==> config.mk <==
export PLATFORM = sky130hd
export DESIGN_NAME = utf8_to_utf16_converter_core
export DESIGN_NICKNAME = d
export VERILOG_FILES = /design/src/sv/utf8u_pkg.sv /design/src/sv/utf8_to_utf16_converter_core.sv /design/src/sv/utf8u_decode.sv /design/src/sv/utf8u_outq.sv
export SDC_FILE = /design/constraint.sdc
export NUM_CORES = 1
export LEC_CHECK = 0
export BUFFER_PORTS_ARGS = -buffer_cell sky130_fd_sc_hd__buf_2
export CAP_MARGIN = 10
export CELL_PAD_IN_SITES_DETAIL_PLACEMENT = 1
export CELL_PAD_IN_SITES_GLOBAL_PLACEMENT = 1
export CORE_AREA = 5 5 144 159
export DETAILED_ROUTE_END_ITERATION = 7
export DIE_AREA = 0 0 149 164
export PLACE_DENSITY_LB_ADDON = 0.1
export SYNTH_ARGS = -nofsm -noshare
export SYNTH_HDL_FRONTEND = slang
export SYNTH_SLANG_ARGS = --single-unit
==> constraint.sdc <==
create_clock -name aclk -period 8.5 [get_ports aclk]
set_input_delay 1.275 -clock aclk [delete_from_list [all_inputs] [get_ports aclk]]
set_output_delay 1.275 -clock aclk [all_outputs]
set_load 0.01 [all_outputs]
==> src/sv/utf8u_pkg.sv <==
// ----------------------------------------------------------------------------
// utf8u_pkg
// Shared types and constants for the UTF-8 to UTF-16 converter.
// ----------------------------------------------------------------------------
package utf8u_pkg;

    localparam int UNIT_W     = 16;
    localparam int CP_W       = 21;
    localparam int LIMIT_W    = 16;
    localparam int MAX_RES    = 3;
    localparam int RES_CNT_W  = 2;
    localparam int Q_DEPTH    = 4;
    localparam int Q_PTR_W    = 2;
    localparam int Q_CNT_W    = 3;

    localparam logic [LIMIT_W-1:0] LIMIT_RESET = 16'hFFFF;

    localparam logic [CP_W-1:0]   BMP_MAX   = 21'h00FFFF;
    localparam logic [CP_W-1:0]   SUPP_BASE = 21'h010000;
    localparam logic [UNIT_W-1:0] HI_SURR   = 16'hD800;
    localparam logic [UNIT_W-1:0] LO_SURR   = 16'hDC00;

    // Lead byte top nibbles
    localparam logic [3:0] NIB_LEN2A = 4'hC;
    localparam logic [3:0] NIB_LEN2B = 4'hD;
    localparam logic [3:0] NIB_LEN3  = 4'hE;
    localparam logic [3:0] NIB_LEN4  = 4'hF;

    // One result beat
    typedef struct packed {
        logic [UNIT_W-1:0] unit;
        logic              stored;
        logic              done_res;
    } result_t;

    // Results produced by one input byte, in order
    typedef struct packed {
        logic [RES_CNT_W-1:0]      count;
        result_t [MAX_RES-1:0]     res;
    } dec_out_t;

endpackage

==> src/sv/utf8_to_utf16_converter_core.sv <==
// ----------------------------------------------------------------------------
// utf8_to_utf16_converter_core
// UTF-8 byte stream in, UTF-16 code units out, with a store limit per string.
// ----------------------------------------------------------------------------
// Usage:
//   s_ channel: one UTF-8 byte per beat, s_tlast on the final byte of a string.
//   m_ channel: one result per beat. m_tdata is the UTF-16 unit (or 0 for the
//   terminator), m_tuser is 1 when the unit fits under the limit and counts
//   as written, m_tlast marks the terminator slot ending the string.
//   cfg channel: writes out_limit (units per string, terminator included);
//   always ready, write it only while the block is idle.
// Timing:
//   A byte is decoded in the cycle it is accepted and its results land in a
//   four-entry result queue register, whose head drives the m_ channel.
//   A byte yields 0 to 3 results, which drain one per cycle while m_tready
//   is high, so sustained input rate is one byte per cycle while the output
//   keeps up (at most one unit per byte on average); the queue sets the
//   limit on bursts of pairs and terminators.
//   s_tready is high whenever at least three queue slots are free.
// Reset: clears the decode state, the unit count and the queue; out_limit
//   returns to 65535. A stalled receiver holds the current beat and the
//   queue back-pressures the input.
// ----------------------------------------------------------------------------
module utf8_to_utf16_converter_core (
    input  logic                          aclk,
    input  logic                          aresetn,
    // Input byte stream
    input  logic                          s_tvalid,
    output logic                          s_tready,
    input  logic [7:0]                    s_tdata,   // [7:0] in_byte
    input  logic                          s_tlast,   // in_last
    // Result stream
    output logic                          m_tvalid,
    input  logic                          m_tready,
    output logic [15:0]                   m_tdata,   // [15:0] unit
    output logic                          m_tuser,   // [0] stored
    output logic                          m_tlast,   // done_res
    // Limit register write
    input  logic                          cfg_valid,
    output logic                          cfg_ready,
    input  logic [15:0]                   cfg_data   // out_limit
);

    logic [utf8u_pkg::LIMIT_W-1:0] limit_reg, limit_next;
    logic                          q_room;
    logic                          in_fire;
    utf8u_pkg::dec_out_t           dec;
    utf8u_pkg::result_t            res;

    // Config register
    assign cfg_ready  = 1'b1;
    assign limit_next = (cfg_valid && cfg_ready) ? cfg_data : limit_reg;

    always_ff @(posedge aclk) begin
        if (!aresetn) begin
            limit_reg <= utf8u_pkg::LIMIT_RESET;
        end else begin
            limit_reg <= limit_next;
        end
    end

    // Input handshake
    assign s_tready = q_room;
    assign in_fire  = s_tvalid && s_tready;

    utf8u_decode u_decode (
        .aclk      (aclk),
        .aresetn   (aresetn),
        .in_fire   (in_fire),
        .in_byte   (s_tdata),
        .in_last   (s_tlast),
        .out_limit (limit_reg),
        .dec       (dec)
    );

    utf8u_outq u_outq (
        .aclk     (aclk),
        .aresetn  (aresetn),
        .push     (in_fire),
        .dec      (dec),
        .room     (q_room),
        .m_tvalid (m_tvalid),
        .m_tready (m_tready),
        .m_res    (res)
    );

    // Result beat
    assign m_tdata = res.unit;
    assign m_tuser = res.stored;
    assign m_tlast = res.done_res;

endmodule

==> src/sv/utf8u_decode.sv <==
// ----------------------------------------------------------------------------
// utf8u_decode
// Per-byte decoder: assembles code points, splits surrogates, tracks room.
// ----------------------------------------------------------------------------
module utf8u_decode (
    input  logic                             aclk,
    input  logic                             aresetn,
    input  logic                             in_fire,
    input  logic [7:0]                       in_byte,
    input  logic                             in_last,
    input  logic [utf8u_pkg::LIMIT_W-1:0]    out_limit,
    output utf8u_pkg::dec_out_t              dec
);

    logic [utf8u_pkg::CP_W-1:0]    code_acc_reg, code_acc_next;
    logic [1:0]                    bytes_left_reg, bytes_left_next;
    logic [utf8u_pkg::LIMIT_W-1:0] units_reg, units_next;

    logic [utf8u_pkg::CP_W-1:0]    acc;
    logic [1:0]                    left;
    logic [utf8u_pkg::CP_W-1:0]    supp;
    logic [utf8u_pkg::UNIT_W-1:0]  u_hi, u_lo;
    logic                          emit_cp, is_pair;
    logic [utf8u_pkg::LIMIT_W-1:0] w0, w1, w2;
    logic                          room0, room1, room2;

    // Lead / continuation byte handling
    always_comb begin
        if (bytes_left_reg == 2'd0) begin
            case (in_byte[7:4])
                utf8u_pkg::NIB_LEN2A, utf8u_pkg::NIB_LEN2B: begin
                    acc  = {16'd0, in_byte[4:0]};
                    left = 2'd1;
                end
                utf8u_pkg::NIB_LEN3: begin
                    acc  = {17'd0, in_byte[3:0]};
                    left = 2'd2;
                end
                utf8u_pkg::NIB_LEN4: begin
                    acc  = {18'd0, in_byte[2:0]};
                    left = 2'd3;
                end
                default: begin
                    acc  = {13'd0, in_byte};
                    left = 2'd0;
                end
            endcase
        end else begin
            acc  = {code_acc_reg[14:0], in_byte[5:0]};
            left = bytes_left_reg - 2'd1;
        end

        // Truncated sequence: pad missing bytes with zero bits
        if (in_last && left != 2'd0) begin
            case (left)
                2'd1:    acc = {acc[14:0], 6'd0};
                2'd2:    acc = {acc[8:0], 12'd0};
                2'd3:    acc = {acc[2:0], 18'd0};
                default: acc = acc;
            endcase
            left = 2'd0;
        end
    end

    // Surrogate split
    assign emit_cp = (left == 2'd0);
    assign is_pair = (acc > utf8u_pkg::BMP_MAX);
    assign supp    = acc - utf8u_pkg::SUPP_BASE;
    assign u_hi    = utf8u_pkg::HI_SURR + {5'd0, supp[20:10]};
    assign u_lo    = utf8u_pkg::LO_SURR + {6'd0, supp[9:0]};

    // Room chain across up to three units of this byte
    assign w0    = units_reg;
    assign room0 = (w0 < out_limit);
    assign w1    = w0 + {15'd0, room0};
    assign room1 = (w1 < out_limit);
    assign w2    = w1 + {15'd0, room1};
    assign room2 = (w2 < out_limit);

    // Result list
    always_comb begin
        dec = '0;
        if (emit_cp) begin
            if (is_pair) begin
                dec.res[0] = '{unit: u_hi, stored: room0, done_res: 1'b0};
                dec.res[1] = '{unit: u_lo, stored: room1, done_res: 1'b0};
                dec.res[2] = '{unit: '0, stored: room2, done_res: 1'b1};
                dec.count  = in_last ? 2'd3 : 2'd2;
            end else begin
                dec.res[0] = '{unit: acc[15:0], stored: room0, done_res: 1'b0};
                dec.res[1] = '{unit: '0, stored: room1, done_res: 1'b1};
                dec.count  = in_last ? 2'd2 : 2'd1;
            end
        end else begin
            dec.res[0] = '{unit: '0, stored: room0, done_res: 1'b1};
            dec.count  = in_last ? 2'd1 : 2'd0;
        end
    end

    // State update
    always_comb begin
        code_acc_next   = code_acc_reg;
        bytes_left_next = bytes_left_reg;
        units_next      = units_reg;
        if (in_fire) begin
            if (in_last) begin
                code_acc_next   = '0;
                bytes_left_next = 2'd0;
                units_next      = '0;
            end else if (emit_cp) begin
                code_acc_next   = '0;
                bytes_left_next = 2'd0;
                units_next      = is_pair ? w2 : w1;
            end else begin
                code_acc_next   = acc;
                bytes_left_next = left;
            end
        end
    end

    always_ff @(posedge aclk) begin
        if (!aresetn) begin
            code_acc_reg   <= '0;
            bytes_left_reg <= 2'd0;
            units_reg      <= '0;
        end else begin
            code_acc_reg   <= code_acc_next;
            bytes_left_reg <= bytes_left_next;
            units_reg      <= units_next;
        end
    end

endmodule

==> src/sv/utf8u_outq.sv <==
// ----------------------------------------------------------------------------
// utf8u_outq
// Result queue: takes up to three results a cycle, drains one per ready cycle.
// ----------------------------------------------------------------------------
module utf8u_outq (
    input  logic                              aclk,
    input  logic                              aresetn,
    input  logic                              push,
    input  utf8u_pkg::dec_out_t               dec,
    output logic                              room,
    output logic                              m_tvalid,
    input  logic                              m_tready,
    output utf8u_pkg::result_t                m_res
);

    utf8u_pkg::result_t               mem [utf8u_pkg::Q_DEPTH];
    logic [utf8u_pkg::Q_PTR_W-1:0]    wr_ptr_reg, wr_ptr_next;
    logic [utf8u_pkg::Q_PTR_W-1:0]    rd_ptr_reg, rd_ptr_next;
    logic [utf8u_pkg::Q_CNT_W-1:0]    cnt_reg, cnt_next;
    logic [utf8u_pkg::RES_CNT_W-1:0]  n_push;
    logic                             pop;

    assign n_push   = push ? dec.count : 2'd0;
    assign m_tvalid = (cnt_reg != '0);
    assign pop      = m_tvalid && m_tready;
    assign m_res    = mem[rd_ptr_reg];
    // Enough free slots for the worst-case byte
    assign room     = (cnt_reg <= 3'(utf8u_pkg::Q_DEPTH - utf8u_pkg::MAX_RES));

    always_comb begin
        wr_ptr_next = wr_ptr_reg + n_push;
        rd_ptr_next = rd_ptr_reg + {1'b0, pop};
        cnt_next    = cnt_reg + {1'b0, n_push} - {2'b0, pop};
    end

    // Storage writes
    always_ff @(posedge aclk) begin
        for (int i = 0; i < utf8u_pkg::MAX_RES; i++) begin
            if (2'(i) < n_push) begin
                mem[wr_ptr_reg + 2'(i)] <= dec.res[i];
            end
        end
    end

    always_ff @(posedge aclk) begin
        if (!aresetn) begin
            wr_ptr_reg <= '0;
            rd_ptr_reg <= '0;
            cnt_reg    <= '0;
        end else begin
            wr_ptr_reg <= wr_ptr_next;
            rd_ptr_reg <= rd_ptr_next;
            cnt_reg    <= cnt_next;
        end
    end

endmodule

Word-level counts from Yosys, hierarchy flattened
Memories as Yosys holds them, arrays and structs flattened. A register that Yosys moved wholly into a read port is not among the register bits.
Index checks and enable logic that the tools add are counted.
W data, S select, Z words.
- reduce and logical (&&, ||, !) cells: 10
- add/sub/neg operators: 12
- $lt $le $gt $ge: 8
- eq/ne operators: 7
- muxes and demuxes: 31
- operator list (kind ; count):
    $pmux W21 S3 ; 1
    $lt A16 B16 Y1 ; 3
    $mux W16 ; 3
    $mux W21 ; 2
    $mux W36 ; 1
    $add A16 B1 Y16 ; 2
    $mux W15 ; 2
    $pmux W8 S3 ; 1
    $gt A21 B16 Y1 const B ; 1
    $sub A21 B17 Y21 const B ; 1
    $mux W2 ; 10
    $mux W20 ; 1
    $mux W18 ; 1
    $add A15 B11 Y16 const A ; 1
    $add A15 B12 Y16 const A ; 1
    $eq A4 B4 Y1 const B ; 4
    $mux W1 ; 8
    $pmux W2 S3 ; 1
    $eq A2 B2 Y1 const B ; 2
    $logic_not A2 Y1 ; 2
    $lt A1 B2 Y1 const A ; 2
    $reduce_bool A2 Y1 ; 2
    $add A3 B2 Y3 ; 1
    $le A3 B1 Y1 const B ; 1
    12 further kinds ; 14
- input port bits: 30
- bits in writable memories: 72
- register bits after elaboration: 56
- memories: 1
- memory list (memory ; words ; bits a word ; rd ports ; clocked after Yosys merged registers in ; write ports ; line ; text):
    u_outq.mem ; 4 ; 18 ; 1 ; 1 ; 3 ; utf8u_outq.sv:16 ; utf8u_pkg::result_t mem [utf8u_pkg::Q_DEPTH];

Longest topological paths before layout
- depth in word-level cells: 14
- depth in mapped cells: 38
- gate-level depth less buffers: 35

Cells and area by module
From an unflattened synthesis, not the netlist that was laid out.
- cell total of the unflattened synthesis: 932
- area total of the unflattened synthesis: 9835.7 µm²
- by module, submodules not included (module ; times used ; cells each ; area each (µm²)):
    utf8u_outq ; 1 ; 309 ; 4943.5
    utf8u_decode ; 1 ; 568 ; 4294.1
    utf8_to_utf16_converter_core ; 1 ; 55 ; 598.1

Worst setup path before layout
OpenSTA, ideal clock, no wires.
- path kind: reg2reg
- start: register limit_reg[9] (netlist name)
- end: memory u_outq.mem[1][1] (netlist name), data pin
- path slack: 1.690 ns
- library setup time: 0.261 ns
- path buffers: 2
- cell stages (with the launch flop): 38
- period minus slack after synthesis: 6.810 ns
- arrival: 6.550 ns
- cells stage by stage: dfxtp_1 -> inv_1 -> ha_1 -> a21o_1 -> a21o_1 -> a21oi_1 -> nor2_1 -> a211oi_1 -> o21ai_0 -> inv_1 -> ha_1 -> ha_1 -> clkbuf_2 -> nand2_1 -> o31a_1 -> or2_2 -> clkbuf_1 -> ha_1 -> [2 not listed] -> o21ai_0 -> o21a_1 -> o21ai_0 -> a31o_2 -> ha_1 -> ha_1 -> o21ai_1 -> nor4_1 -> nand4_1 -> nor2_1 -> xnor2_1 -> ha_1 -> nand4_1 -> a211oi_1 -> o41ai_1 -> a21oi_1 -> nor4_2 -> a221o_1
- RTL lines (element ; line ; text):
    start: declaration ; utf8_to_utf16_converter_core.sv:44 ; logic [utf8u_pkg::LIMIT_W-1:0] limit_reg, limit_next;
    start signal: assignment ; utf8_to_utf16_converter_core.sv:56 ; limit_reg <= utf8u_pkg::LIMIT_RESET;
    start signal: assignment ; utf8_to_utf16_converter_core.sv:58 ; limit_reg <= limit_next;
    end: declaration ; utf8u_outq.sv:16 ;

==> results.md <==
* Part of the Yosys area used for sequential elements at 0.320
* Mapped Nets at 1048
* Final Core Density at 0.442
* Syn Inst Count at 961
* Worst Path Buf+Inv at 3
* Share of cells above drive strength 1 at 0.151
* FF+latch count, synth at 128
* Crit end category: flop
* Detailed-route wire length at 27.8 mm
* Iteration-0 DRC count of the detailed router at 401
* Final HPWL DP at 20.0 mm
* Worst Tran Pin Value at 1.13 ns
* Peak Freq at 128 MHz
* Setup Viol. Count Final at 0
* Final Non-Filler Cells at 1298
* Post-DRT Antenna Nets at 0
* Ports at 51
* Root Buffer: clkbuf_16
* Slew Viols, Final at 0
* CTS Buffer Depth at 2
* P per Cell Area at 237 nW/um2
* Core Area at 21200 um2
* Die Ht at 164 um
* Ys Warns at 0
* Dpl cells at 1265
* Fillers at 2528
* Mean routed wirelength per cell at 21.4 um
* Hold Violations, Final at 0
* Initial antenna violation count at 0
* Final nets at 1082
* Vias per cell at 5.79
* Starting Density at 0.390
* CP max stage delay at 0.47 ns
* Syn_area_per_cell at 8.59 um2
* Crit path required time at 8.80 ns
* Kind of critical path: flop to flop
* Die X at 149 um
* Post-synth top flop: dfxtp_1
* Clock sinks at 128
* Status: complete, no violations
* # DRC at 0
* ANT cells at 0
* Placer Congestion at 0.842
* TritonCTS Buffers at 17
* Reg clk slew, reported paths at 0.07 ns
* Largest net degree at the start of global routing at 52
* Critical Path Source Type: flop
* TritonCTS clock tree: built
* Critical path's slowest cell: or3_1
* Lkg Pwr at 3.91 nW
* Grt ovf at 0
* Multi-input gate area at 5190 um2
* Final Critical Period at 7.83 ns
* Worst EP arrival at 8.13 ns
* Top fanout value on the critical path at 8
* Vias in the first global route at 7848
* H-tree Lvls at 4
* Area Overhead vs Synth at 13.4%
* Crit path top cell by count: ha_1
* GRT Total Usage at 0.232
* Max IR drop VDD at 0.133 mV
* Fin Clk Skew at 0.0129 ns
* Reg area at 2640 um2
* Power consumption at 2.22 mW
* Port bufs at 49
* Crit share post-route at 0.922
* First-pass detailed-route iteration total at 4
* Die ar. at 24400 um2
* Synth cell types at 76
* Clock Latency Late Sink at 0.44 ns
* Worst hold path type: flop to flop
* Max reg flops at 72
* Ys async rst share at 0
* Max transition margin at 0.243
* First-pass GRT wire length at 44.3 mm
* EDFF count, synth at 8
* Family with the most delay on the worst path: simple AND/OR/NAND/NOR gates
* Cell Area, Synth at 8260 um2
* Cell row count at 56
* Hold Buf Count CTS at 0
* Max cap viols at 0
* DR vias at 7520
-- synthesized netlist by cell type, types with 5 or more instances --
cell	n	area [um2]
xor2_1	13	114
nor2_1	62	233
o22ai_1	14	87.6
a22o_1	9	78.8
ha_1	56	701
nand2b_1	10	62.6
nor2b_1	9	56.3
mux2i_1	13	130
inv_1	44	165
a21oi_1	46	230
o221ai_1	8	70.1
a221o_1	10	100
nand3b_1	5	37.5
xnor2_1	28	245
dfxtp_1	120	2400
a21boi_0	14	105
o21ai_0	46	230
nor4_1	10	62.6
and2_1	14	87.6
buf_4	5	37.5
a22oi_1	26	195
and3_1	11	68.8
clkbuf_1	35	131
a32o_1	5	50.1
mux2_2	5	56.3
a21o_1	18	135
nand3_1	30	150
or3_1	6	37.5
a211oi_1	5	37.5
nor3_1	25	125
nand2_1	112	420
nand4_1	15	93.8
buf_2	10	50.1
mux4_2	18	405
edfxtp_1	8	240
o211ai_1	17	128
a32oi_1	8	70.1
-- metal layers --
layer	global-route usage	vias to the layer above	part of all wire
li1	-	3623	-
met1	0.281	3721	0.44
met2	0.417	129	0.51
met3	0.0312	47	0.024
met4	0.0886	0	0.034
met5	0	-	0
-- layout make-up --
type                            instances  area share
Multi-Input combinational cell        731       0.554
Inverter                               46      0.0184
Clock buffer                           17      0.0454
Sequential cell                       128       0.282
Timing Repair Buffer                   71      0.0438
Tap cell                              290      0.0388
Clock inverter                         15      0.0171
-- placed cells by master, fill, tap and decap left out, types with 18 or more instances in the layout --
cell | netlist | layout
inv_1 | 44 | 44
nand2_1 | 112 | 112
a22oi_1 | 26 | 26
mux4_2 | 18 | 18
xnor2_1 | 28 | 27
dfxtp_1 | 120 | 120
nand3_1 | 30 | 30
o21ai_0 | 46 | 46
ha_1 | 56 | 56
a21o_1 | 18 | 18
nor3_1 | 25 | 23
a21oi_1 | 46 | 46
nor2_1 | 62 | 62
buf_2 | 10 | 49
buf_4 | 5 | 22
-- path summary, 6_finish.rpt --
kind | from | endpoint | slack (ns) | cells after the start
worst max-delay path | limit_reg[9]$_SDFFE_PN1P_ | u_outq.mem[2][1]$_DFFE_PP_ | 0.67 | 34
worst min-delay path | u_outq.mem[3][15]$_SDFFE_PP0P_ | u_outq.mem[3][15]$_SDFFE_PP0P_ | 0.45 | 2
worst max register to register | limit_reg[9]$_SDFFE_PN1P_ | u_outq.mem[2][1]$_DFFE_PP_ | 0.67 | 34
worst min register to register | u_outq.mem[3][15]$_SDFFE_PP0P_ | u_outq.mem[3][15]$_SDFFE_PP0P_ | 0.45 | 2
-- repair_timing --
action | CTS | global route
setup endpoints to repair | 0 | 4
setup buffers | 0 | 1
resized for setup | 0 | 1
-- logic make-up after synthesis --
group                    synth area share
adder cells (fa/ha/maj)            0.0873
AO/OA/AOI/OAI                       0.223
other                            0.000454
AND/OR/NAND/NOR                     0.201
multiplexers                       0.0717
buffers and inverters              0.0539
XOR/XNOR                           0.0435
flip-flops                          0.320
-- where the power goes --
group	switching (mW)	leakage, nW	internal (mW)
sequential	0.0762	1.05	0.747
combinational	0.365	2.58	0.288
clock	0.346	0.286	0.394
total	0.787	3.91	1.43
-- per-stage QoR --
stage / cell area, um2 / setup WS [ns] / hold slack (ns) / TNS (ns)
after global routing: 9360 / -0.0103 / 0.481 / -0.0103
after detailed placement: 8760 / 0.495 / 0.445 / 0
final: 9360 / 0.666 / 0.453 / 0
after floorplan: 8260 / 1.69 / 0.420 / 0
after global placement: 8760 / 0.838 / 0.437 / 0
after CTS: 9350 / 0.474 / 0.462 / 0
-- worst reg2reg max path, delay by kind of cell, from the launching register on --
kind                     cells  cell delay (ns)
XOR/XNOR                     2             0.45
adder cells (fa/ha/maj)      6             1.70
AND/OR/NAND/NOR             10             2.56
AO/OA/AOI/OAI               13             2.28
buffers and inverters        3             0.40
flip-flops                   1             0.31
No activity file was read; power rests on OpenSTA's default activity.
